## src/rtl/core/sled_pkg.sv

```systemverilog
// Types, codes and defaults shared by the status LED blink controller.
package sled_pkg;

  localparam int unsigned TimerBitsDefault = 16;
  localparam int unsigned RegW             = 16;
  localparam int unsigned CfgIdxW          = 2;

  localparam logic [RegW-1:0] ConnectingBlinkRst = 16'd500;
  localparam logic [RegW-1:0] StreamingBlinkRst  = 16'd100;
  localparam logic [RegW-1:0] ErrorBlinkRst      = 16'd50;
  localparam logic [RegW-1:0] ConnectedHoldRst   = 16'd5000;

  typedef enum logic [2:0] {
    ModeOff        = 3'd0,
    ModeConnecting = 3'd1,
    ModeConnected  = 3'd2,
    ModeStreaming  = 3'd3,
    ModeError      = 3'd4
  } mode_e;

  typedef enum logic [1:0] {
    ActTick    = 2'd0,
    ActStream  = 2'd1,
    ActSetMode = 2'd2
  } action_e;

  typedef enum logic [1:0] {
    LinkConnected = 2'd0,
    LinkIdle      = 2'd1,
    LinkDown      = 2'd2
  } link_e;

  typedef enum logic [CfgIdxW-1:0] {
    CfgConnectingBlink = 2'd0,
    CfgStreamingBlink  = 2'd1,
    CfgErrorBlink      = 2'd2,
    CfgConnectedHold   = 2'd3
  } cfg_idx_e;

  typedef struct packed {
    logic [1:0] action;
    logic [1:0] link_status;
    logic       streaming_on;
    logic [2:0] new_mode;
  } in_t;

  typedef struct packed {
    logic       led_on;
    logic [2:0] current_mode;
  } out_t;

  typedef struct packed {
    logic [RegW-1:0] connecting_blink_ms;
    logic [RegW-1:0] streaming_blink_ms;
    logic [RegW-1:0] error_blink_ms;
    logic [RegW-1:0] connected_hold_ms;
  } cfg_t;

  typedef struct packed {
    mode_e mode;
    logic  lit;
    logic  stream_flag;
  } state_t;

endpackage

```

## src/rtl/core/sled_next.sv

```systemverilog
// Next-state logic of the LED mode machine for one input beat.
module sled_next #(
  parameter int unsigned TIMER_BITS = sled_pkg::TimerBitsDefault
) (
  input  sled_pkg::in_t           in_i,
  input  sled_pkg::cfg_t          cfg_i,
  input  sled_pkg::state_t        state_i,
  input  logic [TIMER_BITS-1:0]   elapsed_i,
  output sled_pkg::state_t        state_o,
  output logic [TIMER_BITS-1:0]   elapsed_o
);
  import sled_pkg::*;

  localparam int unsigned CmpW = (TIMER_BITS > RegW) ? TIMER_BITS : RegW;

  mode_e                 mode;
  mode_e                 tgt;
  logic                  lit;
  logic                  flag;
  logic [TIMER_BITS-1:0] el;
  logic [RegW-1:0]       ival;
  logic                  expired;

  always_comb begin
    mode    = state_i.mode;
    lit     = state_i.lit;
    flag    = state_i.stream_flag;
    el      = elapsed_i;
    tgt     = state_i.mode;
    ival    = '0;
    expired = 1'b0;

    case (in_i.action)
      ActTick: begin
        if (el != {TIMER_BITS{1'b1}}) begin
          el = el + 1'b1;
        end
        case (in_i.link_status)
          LinkConnected: begin
            if (mode == ModeConnecting) begin
              tgt = ModeConnected;
            end
          end
          LinkIdle: begin
            if (mode != ModeStreaming && mode != ModeConnected) begin
              tgt = ModeConnecting;
            end
          end
          LinkDown: begin
            if (!flag) begin
              tgt = ModeOff;
            end
          end
          default: ;
        endcase
        if (tgt != mode) begin
          mode = tgt;
          el   = '0;
          if (tgt == ModeConnected) begin
            lit = 1'b1;
          end else if (tgt == ModeOff) begin
            lit = 1'b0;
          end
        end

        case (mode)
          ModeConnecting: ival = cfg_i.connecting_blink_ms;
          ModeConnected:  ival = cfg_i.connected_hold_ms;
          ModeStreaming:  ival = cfg_i.streaming_blink_ms;
          ModeError:      ival = cfg_i.error_blink_ms;
          default:        ival = '0;
        endcase
        expired = CmpW'(el) >= CmpW'(ival);

        case (mode)
          ModeOff: lit = 1'b0;
          ModeConnected: begin
            if (expired) begin
              mode = ModeOff;
              el   = '0;
              lit  = 1'b0;
            end else begin
              lit = 1'b1;
            end
          end
          ModeConnecting, ModeStreaming, ModeError: begin
            if (expired) begin
              lit = ~lit;
              el  = '0;
            end
          end
          default: ;
        endcase
        tgt = mode;
      end
      ActStream: begin
        flag = in_i.streaming_on;
        if (in_i.streaming_on) begin
          tgt = ModeStreaming;
        end else if (in_i.link_status == LinkConnected) begin
          tgt = ModeOff;
        end
      end
      ActSetMode: begin
        if (in_i.new_mode <= ModeError) begin
          tgt = mode_e'(in_i.new_mode);
        end
      end
      default: ;
    endcase

    if (tgt != mode) begin
      mode = tgt;
      el   = '0;
      if (tgt == ModeConnected) begin
        lit = 1'b1;
      end else if (tgt == ModeOff) begin
        lit = 1'b0;
      end
    end

    state_o.mode        = mode;
    state_o.lit         = lit;
    state_o.stream_flag = flag;
    elapsed_o           = el;
  end

endmodule

```

## src/rtl/core/status_led_blink_controller.sv

```systemverilog
// Top level of the status LED blink controller: registers, handshake and checks.
//
//   Channel | Direction | Handshake             | Beat
//   --------+-----------+-----------------------+--------------------------
//   in      | input     | in_valid_i/in_stall_o | action, link, flag, mode
//   out     | output    | out_valid_o/out_stall_i | led_on, current_mode
//   cfg     | input     | cfg_we_i              | index and 16-bit value
//
// An accepted beat has its result in the output register on the next edge, so
// beats flow one per cycle while the output side does not stall. The state
// registers and the single output register set this figure. Input stalls
// only while a result is held and the output side stalls. Reset empties the
// output register and loads the default intervals.
module status_led_blink_controller #(
  parameter int unsigned TIMER_BITS = sled_pkg::TimerBitsDefault
) (
  input  logic                          clk_i,
  input  logic                          rst_ni,
  input  logic                          in_valid_i,
  output logic                          in_stall_o,
  input  sled_pkg::in_t                 in_data_i,
  output logic                          out_valid_o,
  input  logic                          out_stall_i,
  output sled_pkg::out_t                out_data_o,
  input  logic                          cfg_we_i,
  input  logic [sled_pkg::CfgIdxW-1:0]  cfg_idx_i,
  input  logic [sled_pkg::RegW-1:0]     cfg_data_i
);
  import sled_pkg::*;

  cfg_t                  cfg_q;
  state_t                state_q, state_d;
  logic [TIMER_BITS-1:0] elapsed_q, elapsed_d;
  logic                  out_valid_q;
  out_t                  out_q;
  logic                  in_fire;

  assign in_stall_o = out_valid_q && out_stall_i;
  assign in_fire    = in_valid_i && !in_stall_o;

  sled_next #(
    .TIMER_BITS(TIMER_BITS)
  ) u_next (
    .in_i      (in_data_i),
    .cfg_i     (cfg_q),
    .state_i   (state_q),
    .elapsed_i (elapsed_q),
    .state_o   (state_d),
    .elapsed_o (elapsed_d)
  );

  always_ff @(posedge clk_i or negedge rst_ni) begin
    if (!rst_ni) begin
      cfg_q.connecting_blink_ms <= ConnectingBlinkRst;
      cfg_q.streaming_blink_ms  <= StreamingBlinkRst;
      cfg_q.error_blink_ms      <= ErrorBlinkRst;
      cfg_q.connected_hold_ms   <= ConnectedHoldRst;
    end else if (cfg_we_i) begin
      unique case (cfg_idx_e'(cfg_idx_i))
        CfgConnectingBlink: cfg_q.connecting_blink_ms <= cfg_data_i;
        CfgStreamingBlink:  cfg_q.streaming_blink_ms  <= cfg_data_i;
        CfgErrorBlink:      cfg_q.error_blink_ms      <= cfg_data_i;
        CfgConnectedHold:   cfg_q.connected_hold_ms   <= cfg_data_i;
        default: ;
      endcase
    end
  end

  always_ff @(posedge clk_i or negedge rst_ni) begin
    if (!rst_ni) begin
      state_q.mode        <= ModeOff;
      state_q.lit         <= 1'b0;
      state_q.stream_flag <= 1'b0;
      elapsed_q           <= '0;
      out_valid_q         <= 1'b0;
    end else begin
      if (in_fire) begin
        state_q   <= state_d;
        elapsed_q <= elapsed_d;
      end
      if (in_fire) begin
        out_valid_q <= 1'b1;
      end else if (!out_stall_i) begin
        out_valid_q <= 1'b0;
      end
    end
  end

  always_ff @(posedge clk_i) begin
    if (in_fire) begin
      out_q.led_on       <= state_d.lit;
      out_q.current_mode <= state_d.mode;
    end
  end

  assign out_valid_o = out_valid_q;
  assign out_data_o  = out_q;

`ifndef ASSERT_OFF
  a_fire_gives_result: assert property (@(posedge clk_i) disable iff (!rst_ni)
    in_fire |=> out_valid_o)
    else $error("accepted beat produced no result");

  a_connected_lit: assert property (@(posedge clk_i) disable iff (!rst_ni)
    state_q.mode == ModeConnected |-> state_q.lit)
    else $error("connected mode with dark LED");

  a_off_dark: assert property (@(posedge clk_i) disable iff (!rst_ni)
    out_valid_o && out_data_o.current_mode == ModeOff |-> !out_data_o.led_on)
    else $error("off mode reported with lit LED");

  a_result_matches_state: assert property (@(posedge clk_i) disable iff (!rst_ni)
    in_fire |=> out_data_o.current_mode == state_q.mode && out_data_o.led_on == state_q.lit)
    else $error("result differs from stored state");
`endif

endmodule

```

## config.mk

```make
export PLATFORM = sky130hd
export DESIGN_NAME = status_led_blink_controller
export DESIGN_NICKNAME = d
export VERILOG_FILES = /design/src/rtl/core/sled_pkg.sv /design/src/rtl/core/sled_next.sv /design/src/rtl/core/status_led_blink_controller.sv
export SDC_FILE = /design/constraint.sdc
export NUM_CORES = 1
export LEC_CHECK = 0
export ABC_AREA = 1
export BUFFER_PORTS_ARGS = -buffer_cell sky130_fd_sc_hd__clkbuf_2
export CAP_MARGIN = 20
export CORE_MARGIN = 3
export CORE_UTILIZATION = 55
export DETAILED_ROUTE_END_ITERATION = 6
export PLACE_DENSITY = 0.74
export SLEW_MARGIN = 0
export SYNTH_ARGS = -nofsm -noshare
export SYNTH_HDL_FRONTEND = slang
export SYNTH_SLANG_ARGS = --single-unit
```

## constraint.sdc

```tcl
create_clock -name clk_i -period 4.04 [get_ports clk_i]
set_input_delay 0.202 -clock clk_i [delete_from_list [all_inputs] [get_ports clk_i]]
set_output_delay 0.202 -clock clk_i [all_outputs]
set_load 0.1 [all_outputs]
```

==> results.md, run 1 <==
- Largest net degree at the start of global routing: 87
- Crit. End Element: register
- Met3 WL: 782 µm
- Yosys top cell area share: 0.3296
- Die Wd: 103.6 µm
- Vias: 4697
- Startpoint Class: register
- Int Pwr: roughly 1.6 mW
- IO Pins: 37
- CORE AREA: around 9000 µm²
- Most frequent CP cell: nand2_1
- Final Critical Period: 3.729 ns
- Gr usage total: 0.2296
- DR WL/cell: 14.32 µm
- Dpl hpwl: 8.457 mm
- Fillcell total: 782
- Post-synthesis average cell area: 7.727 µm²
- Fin crit share: 0.9229
- Combinational power share: 0.300
- Worst min path class: input port to register
- Number of global-route vias before repair: ~4.3k
- Most used DFF post-synth: dfrtp_1
- Initial DRC count: between 200 and 300
- Antenna cell count: 0
- Routed wire length: 12.16 mm
- Hold WS: 0.03955 ns
- Worst-Skew Late Latency: 0.37 ns
- Area growth syn-to-layout: 12.66%
- Worst Path Arrival: slightly below 4 ns
- CP Cell Sequence: o21ai_0 > nand3_1 > nand2_1 > buf_4 > nor2_2 > nand2_2 > inv_4 > a32o_1 > a221oi_1 > ha_1 > nand2_1 > inv_1 > nand3_1 > inv_1 > a21oi_1 > nand3_1 > inv_1 > nand2_1 > nand3_1 > nand2_1 > a21oi_1 > nand2_1 > and2_1
- Post-route setup TNS: 0 ns
- Switching Share: 0.3728
- IO Port Bufs: 36
- Sequential area share after synthesis: 0.4378
- Worst-path clk slew: 0.10 ns
- CP required: 4.18 ns
- Root Buffer: clkbuf_8
- Sequential share of power: 0.452
- M1 WL: 5.466 mm
- Tot Pwr: 2.487 mW
- Cts bufs inserted: 9
- Die ar.: 10730 µm²
- Relative slew slack: 0.5393
- Critical path class: register to register
- Max-Cap Viols: 0
- Met2 routed WL: 5.717 mm
- CP max FO: 21
- Net Switching: 927.2 µW
- Top cells by area, synth: dfrtp_1 33%, nand2_1 13%, dfstp_2 8.5%
- Register bit total from synthesis: 90
- Antenna-violating nets left: 0
- Post-synthesis instance area: about 5200 µm²
- Clock power frac: 0.248
- EDFF count, synth: 4
- Cell taking the most area after synthesis: dfrtp_1
- Max stage delay on crit path: 0.40 ns
- Final Hold Fails: 0
- Syn Nets: 726
- Power Dens Cells: 421.4 nW/µm²
- Max Root-Sink Buffers: 2
- Top layer in use: met4
- GRT overflow: 0
- Initial antenna violation count: 0
- Post-Synthesis Cells: 678
- Layout cell share with drive strength beyond 1: 0.1604
- Drt first pass iters: 7
- Via density: 5.532
- Async SR Flop Fraction: 0.9556
- Most common library cells after synthesis: 183 x nand2_1, 84 x o21ai_0, 79 x inv_1, 69 x dfrtp_1, 46 x nor2_1
- Cell Rows: 34
- H-tree depth: 3
- Synth Warn #: 0
- Clk_skew: approximately 0.0089 ns
- Most common cell in the netlist: nand2_1
- Layout net count: 766
- First-pass GRT wire length: between 20 and 25 mm
- CTS tree: yes
- Final setup vio count: 0
- Critical path's slowest cell: dfrtp_1
- DIE HEIGHT: ~100 µm
- Gp weighted congestion: 0.9393
- Fmax: 0.2682 GHz
- Clock sink total: 90
- Residual DRC: 0
- Worst vdd rail ir drop: about 250 µV
- Final slew viol count: 0
- Post-synthesis cell type count: 38
- Slew @ Worst Pin: 0.6904 ns
- Status: completed
- Static Leakage: 3.012 nW
- Starting Density: 0.5836
- RSZ-0062 raised after global routing: no
==> timing repair <==
action	4_1_cts	5_1_grt
hold endpoints to repair	0	26
setup endpoints to repair	6	17
pin swaps	0	1
gates resized for setup	1	7
cloned	0	0
hold buffers	0	1
setup buffers	0	1
==> final timing paths <==
path	start	end	slack, ns	cells after the start
worst min register to register	elapsed_q[15]	elapsed_q[15]	0.48	2
worst max-delay path	state_q[0]	out_data_o[3]	0.31	23
min in group asynchronous	rst_ni	state_q[2]	0.30	2
worst max register to register	state_q[0]	out_data_o[3]	0.31	23
max in group asynchronous	rst_ni	cfg_q[54]	3.07	3
worst min-delay path	in_valid_i	out_valid_o	0.04	3
==> power groups by stage <==
stage	Sequential [mW]	Clock, mW	Combinational (mW)
3_5_place_dp	1.14	0	0.716
3_3_place_gp	1.13	0	0.692
2_1_floorplan	1.16	0	0.489
6_report	1.13	0.617	0.745
4_1_cts	1.12	0.624	0.720
5_1_grt	1.14	0.659	0.843
==> per-layer routing <==
metal  GRT usage  vias to the layer above
met5           0                        -
met4     0.07977                        0
met3     0.03420                       16
met2      0.3654                      158
met1      0.3229                     2173
li1            -                     2350
==> through the flow <==
step	cells	area [µm²]	utilization	setup WS (ns)
finish	849	5902	0.6575	0.3114
global route	849	5902	0.6575	0.004371
CTS	842	5759	0.6416	0.1356
detailed placement	826	5558	0.6192	0.001447
global placement	826	5558	0.6192	0.1783
floorplan	678	5239	-	0.6502
==> final cells by class <==
cell class	count	area, µm²	area share
Inverter	86	327.8	0.05554
Clock buffer	10	137.6	0.02332
Sequential cell	90	2295	0.3888
Multi-Input combinational cell	476	2536	0.4297
Tap cell	126	157.7	0.02671
Timing Repair Buffer	55	386.6	0.06551
Clock inverter	6	61.31	0.01039
==> layout by cell type (no fill, tap or decap), types with 2 or more instances in the layout <==
cell,instances
nand2_1,183
o21ai_0,84
inv_1,79
dfrtp_1,68
nor2_1,45
clkbuf_2,35
nand3_1,28
nand4_1,26
a21oi_1,18
ha_1,17
dfstp_2,17
a32o_1,15
buf_4,13
a221oi_1,11
clkbuf_8,10
nor3_1,8
xor2_1,7
nor2_2,6
inv_2,5
a221oi_2,4
edfxtp_1,4
nand2_2,3
nor4_1,3
buf_8,3
nand3_2,2
inv_4,2
nand3b_1,2
nand2_4,2
nand3_4,2
clkinv_4,2
==> registers in the layout, indices dropped and copies added (netlist names) <==
name and flops:
elapsed_q 16, cfg_q 64, state_q 5, out_valid_o 1, out_data_o 4
==> worst max-delay path: cells and delay by family, from the launching register on <==
family                     cells  cell delay (ns)
and+or+nand+nor               12             1.09
buffers and inverters          5             0.57
DFF                            1             0.40
AOI/OAI and AO/OA              5             1.11
adders and majority gates      1             0.31
==> logic make-up (layout without fill, tap and decap cells) <==
logic type / Yosys count / count (layout) / synth area share
buffers and inverters: 112 / 157 / 0.08335
XOR/XNOR: 8 / 8 / 0.01338
AO/OA/AOI/OAI: 138 / 138 / 0.1610
AND/OR/NAND/NOR: 313 / 313 / 0.2639
flip-flops: 90 / 90 / 0.4378
adder cells (fa/ha/maj): 17 / 17 / 0.04060
No activity file was read; power rests on OpenSTA's default activity.
==> run 2: changes to the inputs <==
--- a/config.mk
+++ b/config.mk
@@ -11,6 +11,7 @@
 export CORE_MARGIN = 3
 export CORE_UTILIZATION = 55
 export DETAILED_ROUTE_END_ITERATION = 6
+export GPL_TIMING_DRIVEN = 0
 export PLACE_DENSITY = 0.74
 export SLEW_MARGIN = 0
 export SYNTH_ARGS = -nofsm -noshare
==> results.md, run 2 (same netlist as run 1, synthesis figures left out) <==
- Status: completed
- Power Dens Cells: 437.8 nW/µm²
- CP required: 4.34 ns
- Initial DRC count: 294
- Layout cell share with drive strength beyond 1: 0.1739
- Worst vdd rail ir drop: around 230 µV
- Most common cell after layout, fill and taps aside: nand2_1
- DIE HEIGHT: 103.6 µm
- Starting Density: 0.5836
- Crit. End Element: register
- Clock sink total: 90
- Area of the multi-input gates: 2590 µm²
- Fmax: 0.2672 GHz
- Largest regs: cfg_q: 64 flops, elapsed_q: 16 flops, state_q: 5 flops
- Placed Cells incl. Taps: ~840
- Cts bufs inserted: 9
- Startpoint Class: register
- Number of global-route vias before repair: 4860
- Final Non-Filler Cells: slightly below 900
- Clk_skew: 0.01179 ns
- Met3 WL: 1.020 mm
- Fin worst setup slack: 0.2975 ns
- Final setup vio count: 0
- CP Cell Sequence: inv_2 > nor2_2 > nand2_1 > nand2_1 > nand2_2 > buf_6 > clkbuf_4 > a32o_1 > a221oi_2 > ha_1 > nand2_1 > inv_1 > o21ai_0 > nand2_1 > a21oi_2 > nand3_2 > nand2_4 > nand2_4 > nand4_1 > nand3_4 > o21ai_4 > buf_6 > nand2_1 > nand2_1
- First-pass GRT wire length: 23.06 mm
- Antenna cell count: 0
- Pre-CTS setup slack: -0.3406 ns
- Top layer in use: met4
- CTS tree: yes
- M1 WL: 5.989 mm
- H-tree depth: 3
- IO Port Bufs: 36
- Worst-Skew Late Latency: 0.36 ns
- Layout net count: 785
- IO Pins: 37
- GRT overflow: 0
- Worst-path clk slew: 0.10 ns
- Drt first pass iters: 5
- CP top delay family: simple AND/OR/NAND/NOR gates
- Via density: 5.741
- Fillcell total: 751
- Residual DRC: 0
- Initial antenna violation count: 0
- CP max FO: 10
- Placed Area: 5607 µm²
- Die Wd: 103.6 µm
- Most frequent cells in the layout: 179 x nand2_1, 83 x o21ai_0, 78 x inv_1, 67 x dfrtp_1, 44 x nor2_1
- Tot Pwr: 2.638 mW
- Root Buffer: clkbuf_8
- CORE AREA: 8976 µm²
- Routed wire length: 13.95 mm
- Worst min path class: input port to register
- Worst Path Arrival: 4.04 ns
- Met2 routed WL: 6.609 mm
- Area growth syn-to-layout: 15.02%
- Cell Rows: 34
- Static Leakage: 3.060 nW
- Fin crit share: 0.9264
- Most frequent CP cell: nand2_1
- Max-Cap Viols: 0
- Max stage delay on crit path: between 0.4 and 0.5 ns
- Dpl hpwl: 9.714 mm
- Post-route cell area: 6026 µm²
- Relative slew slack: 0.5701
- Sequential cell area: about 2300 µm²
- Antenna-violating nets left: 0
- CP bufs+invs: 5
- Max Root-Sink Buffers: 2
- Slew @ Worst Pin: 0.6448 ns
- Gp weighted congestion: a little under 0.9
- DR WL/cell: approximately 16 µm
- Final Critical Period: 3.743 ns
- Final slew viol count: 0
- Fin util: 0.6713
- Die ar.: 10730 µm²
- Biggest register: cfg_q
- Vias: around 5k
- Critical path's slowest cell: dfrtp_2
- Critical path class: register to register
- Max reg flops: 64
- Gr usage total: 0.2609
- Final Hold Fails: 0
- Largest net degree at the start of global routing: between 60 and 70
[run 2: worst min-delay path: cells and delay by family]
family        cells  cell delay, ns
simple gates      1            0.05
buf+inv           2            0.11
[run 2: metrics by stage]
stage	setup TNS [ns]	hold slack, ns
after floorplan	0	-0.09359
after global placement	-1.822	0.4012
after detailed placement	-4.275	0.1558
after CTS	0	0.03330
after global routing	-0.3138	0.04299
final	0	0.03911
[run 2: final cells by class]
type	instances	area share
multi-input cells	476	0.4298
plain buffers	26	0.02201
well taps	126	0.02616
clock buffers	10	0.02118
inverters	86	0.05399
repair buffers	48	0.04963
clock inverters	6	0.01620
flip-flops and latches	90	0.3810
[run 2: timing repair]
| item | 4_1_cts | 5_1_grt |
|---|---|---|
| endpoints found under the setup margin | 18 | 18 |
| resized for setup | 9 | 30 |
| buffers inserted | 0 | 9 |
| endpoints found under the hold margin | 20 | 0 |
| pin swaps | 0 | 3 |
| gates cloned | 0 | 1 |
| hold buffers | 1 | 0 |
[run 2: power by group]
part / switching, mW / leakage [nW] / total (mW) / internal (mW)
clock: 0.352 / 0.113 / 0.711 / 0.359
combinational: 0.522 / 1.85 / 0.798 / 0.276
sequential: 0.0787 / 1.10 / 1.13 / 1.05
total: 0.953 / 3.06 / 2.64 / 1.69
[run 2: routing by layer]
layer  vias to the layer above  track usage
met5                         -            0
met4                         0      0.09307
met3                        31      0.03918
met2                       205       0.4355
met1                      2361       0.3481
li1                       2386            -
[run 2: worst paths after layout]
| check | startpoint | end | slack, ns | cells after the start |
|---|---|---|---|---|
| worst max-delay path | state_q[2] | elapsed_q[7] | 0.30 | 24 |
| max in group asynchronous | rst_ni | cfg_q[55] | 3.04 | 3 |
| worst min register to register | elapsed_q[15] | elapsed_q[15] | 0.48 | 2 |
| min in group asynchronous | rst_ni | state_q[3] | 0.32 | 2 |
| worst min-delay path | in_valid_i | out_valid_o | 0.04 | 3 |
| worst max register to register | state_q[2] | elapsed_q[7] | 0.30 | 24 |
==> run 3: changes to the inputs <==
--- a/config.mk
+++ b/config.mk
@@ -12,8 +12,9 @@
 export CORE_UTILIZATION = 55
 export DETAILED_ROUTE_END_ITERATION = 6
 export GPL_TIMING_DRIVEN = 0
-export PLACE_DENSITY = 0.74
+export PLACE_DENSITY = 0.73
 export SLEW_MARGIN = 0
 export SYNTH_ARGS = -nofsm -noshare
 export SYNTH_HDL_FRONTEND = slang
+export SYNTH_HIERARCHICAL = 1
 export SYNTH_SLANG_ARGS = --single-unit
==> results.md, run 3 <==
- EDFF count, synth: 4
- Sequential area share after synthesis: 0.4094
- Routed wire length: 15.14 mm
- Starting Density: 0.5705
- Initial DRC count: 358
- Worst vdd rail ir drop: 456.0 µV
- Dpl hpwl: 11.03 mm
- Largest family of logic cells by synthesized area: simple AND/OR/NAND/NOR gates
- Clock sink total: 90
- Die Wd: 106.9 µm
- Residual DRC: 0
- Cts bufs inserted: 9
- Gr usage total: 0.2804
- Yosys top cell area share: 0.3082
- Final Non-Filler Cells: 939
- Power Dens Cells: 409.8 nW/µm²
- DIE HEIGHT: 106.9 µm
- Async SR Flop Fraction: 0.9556
- First-pass GRT wire length: 25.51 mm
- Most common library cells after synthesis: 258 x nand2_1, 69 x dfrtp_1, 60 x nand3_1, 54 x nand4_1, 51 x nor2_1
- Register bit total from synthesis: 90
- Final Critical Period: 3.740 ns
- Placed Cells incl. Taps: 913
- Synth Warn #: 6
- Critical path's slowest cell: dfrtp_2
- H-tree depth: 3
- Cell Rows: 36
- Max reg flops: 64
- R2R setup slack: ~0.3 ns
- Number of global-route vias before repair: roughly 5.3k
- Die ar.: around 11000 µm²
- Layout net count: 849
- Worst min path class: input port to register
- Initial antenna violation count: 0
- Post-synthesis average cell area: 7.519 µm²
- Static Leakage: roughly 3.2 nW
- Crit. End Element: register
- Max-Cap Viols: 0
- Root Buffer: clkbuf_8
- Worst Path Arrival: 4.06 ns
- Worst-Skew Late Latency: 0.38 ns
- Relative slew slack: 0.6347
- CTS tree: yes
- Final setup vio count: 0
- Most frequent cells in the layout: 255 x nand2_1, 65 x dfrtp_1, 57 x nand3_1, 54 x nand4_1, 47 x inv_1
- IO Port Bufs: 34
- Antenna cell count: 0
- Most frequent CP cell: nand2_1
- Mux cell area share after synthesis: 0
- Max stage delay on crit path: approximately 0.46 ns
- Via density: 5.793
- Final Hold Fails: 0
- Worst R2R End: state_q[1]
- Status: completed
- Drt first pass iters: 5
- Slew @ Worst Pin: approximately 0.55 ns
- Area growth syn-to-layout: 14.74%
- Beginning of the worst register-to-register path: state_q[4]
- Reg2Reg Depth: 28
- Most common cell after layout, fill and taps aside: nand2_1
- Most common cell in the netlist: nand2_1
- Vias: between 5k and 6k
- CP max FO: 10
- Critical path class: register to register
- Top cells by area, synth: dfrtp_1 31%, nand2_1 17%, dfstp_2 8.0%
- Largest net degree at the start of global routing: 70
- CP required: approximately 4.4 ns
- Fin crit share: 0.9258
- Most used DFF post-synth: dfrtp_1
- Worst-path clk slew: 0.10 ns
- Hold Path Sink: cfg_q[52]
- Startpoint Class: register
- Hold-critical path depth: 3
- CORE AREA: roughly 9800 µm²
- Post-synthesis compound-gate area fraction: 0.1094
- Hold WS: 0.06569 ns
- Layout cell share with drive strength beyond 1: 0.1923
- Post-synthesis simple-gate area fraction: 0.3583
- Clk_skew: 0.008899 ns
- Syn Nets: 793
- Biggest register: cfg_q
- Adder-cell area share of the yosys netlist: 0.03797
- Pre-CTS setup slack: -0.1086 ns
- Post-synthesis instance area: 5602 µm²
- Fmax: 0.2674 GHz
- GRT overflow: 0
- Fin worst setup slack: about 0.3 ns
- Antenna-violating nets left: 0
- Final slew viol count: 0
- IO Pins: 37
- DR WL/cell: ~16 µm
- Fillcell total: 905
- Xor/xnor share of the synthesized area: 0.009381
- Hold Path Origin: cfg_data_i[4]
- Post-route setup TNS: 0 ns
- Post-synthesis cell type count: 42
- Largest regs: cfg_q: 64 flops, elapsed_q: 16 flops, state_q: 5 flops
- Cell taking the most area after synthesis: dfrtp_1
- Max Root-Sink Buffers: 2
- Post-Synthesis Cells: 745
- Gp weighted congestion: 0.8914
## run 3: cell types whose count changed in the layout (fill, tap and decap cells not counted), moves of 9 or more
cell	delta
nand4_1	+28
buf_2	+9
nand3_1	+33
inv_1	-31
nand2_1	+76
a22oi_1	+15
o21ai_0	-77
## run 3: worst max path at each step
stage / startpoint / end / depth (start not counted)
global route: elapsed_q[0] / elapsed_q[7] / 28
floorplan: state_q[2] / out_data_o[3] / 28
global placement: state_q[2] / out_data_o[3] / 28
detailed placement: state_q[2] / out_data_o[3] / 28
CTS: state_q[4] / elapsed_q[11] / 28
finish: state_q[4] / state_q[1] / 28
## run 3: critical path: cells and delay by family, from the launching register on
family,cells,cell delay [ns]
AO/OA/AOI/OAI,3,0.36
adder cells (fa/ha/maj),1,0.31
flip-flops,1,0.46
buffers and inverters,4,0.56
AND/OR/NAND/NOR,20,1.96
## run 3: layout make-up
class	instances	area (µm²)	area share
inverters	60	235.2	0.03660
repair buffers	45	277.8	0.04322
clock inverters	5	41.29	0.006424
multi-input cells	555	3035	0.4723
clock buffers	11	162.7	0.02531
plain buffers	40	210.2	0.03270
flip-flops and latches	90	2298	0.3576
well taps	133	166.4	0.02589
## run 3: layer usage
| metal | track usage | share of wire | vias up | wire length (µm) |
|---|---|---|---|---|
| li1 | - | - | 2653 | - |
| met1 | 0.3625 | 0.42 | 2591 | 6383 |
| met2 | 0.4757 | 0.50 | 183 | 7611 |
| met3 | 0.06081 | 0.067 | 13 | 1009 |
| met4 | 0.07945 | 0.0091 | 0 | 138 |
| met5 | 0 | 0 | - | 0 |
## run 3: report_power, final
part / leakage, nW / switching [mW] / internal [mW]
logic: 2.01 / 0.572 / 0.300
clock network: 0.103 / 0.343 / 0.285
registers: 1.10 / 0.0818 / 1.05
total: 3.21 / 0.997 / 1.64
## run 3: cell families (layout without fill, tap and decap cells)
logic type | after synthesis | after routing
xor gates and xnor gates | 6 | 6
AOI/OAI and AO/OA | 84 | 84
DFF | 90 | 90
and+or+nand+nor | 448 | 448
adders and majority gates | 17 | 17
buffers and inverters | 100 | 161
## run 3: repair_timing
action                                  4_1_cts  5_1_grt
endpoints found under the setup margin       12       18
resized for setup                             4       48
endpoints found under the hold margin        17        0
pin swaps                                     0        5
setup buffers                                 1        8
hold buffers                                  1        0
## run 3: through the flow
| step | area, µm² | utilization | power [mW] |
|---|---|---|---|
| after global placement | 5938 | 0.6047 | 1.883 |
| after detailed placement | 5968 | 0.6078 | 1.916 |
| final | 6427 | 0.6546 | 2.634 |
| after floorplan | 5602 | - | 1.695 |
| after global routing | 6427 | 0.6546 | 2.807 |
| after CTS | 6201 | 0.6315 | 2.555 |
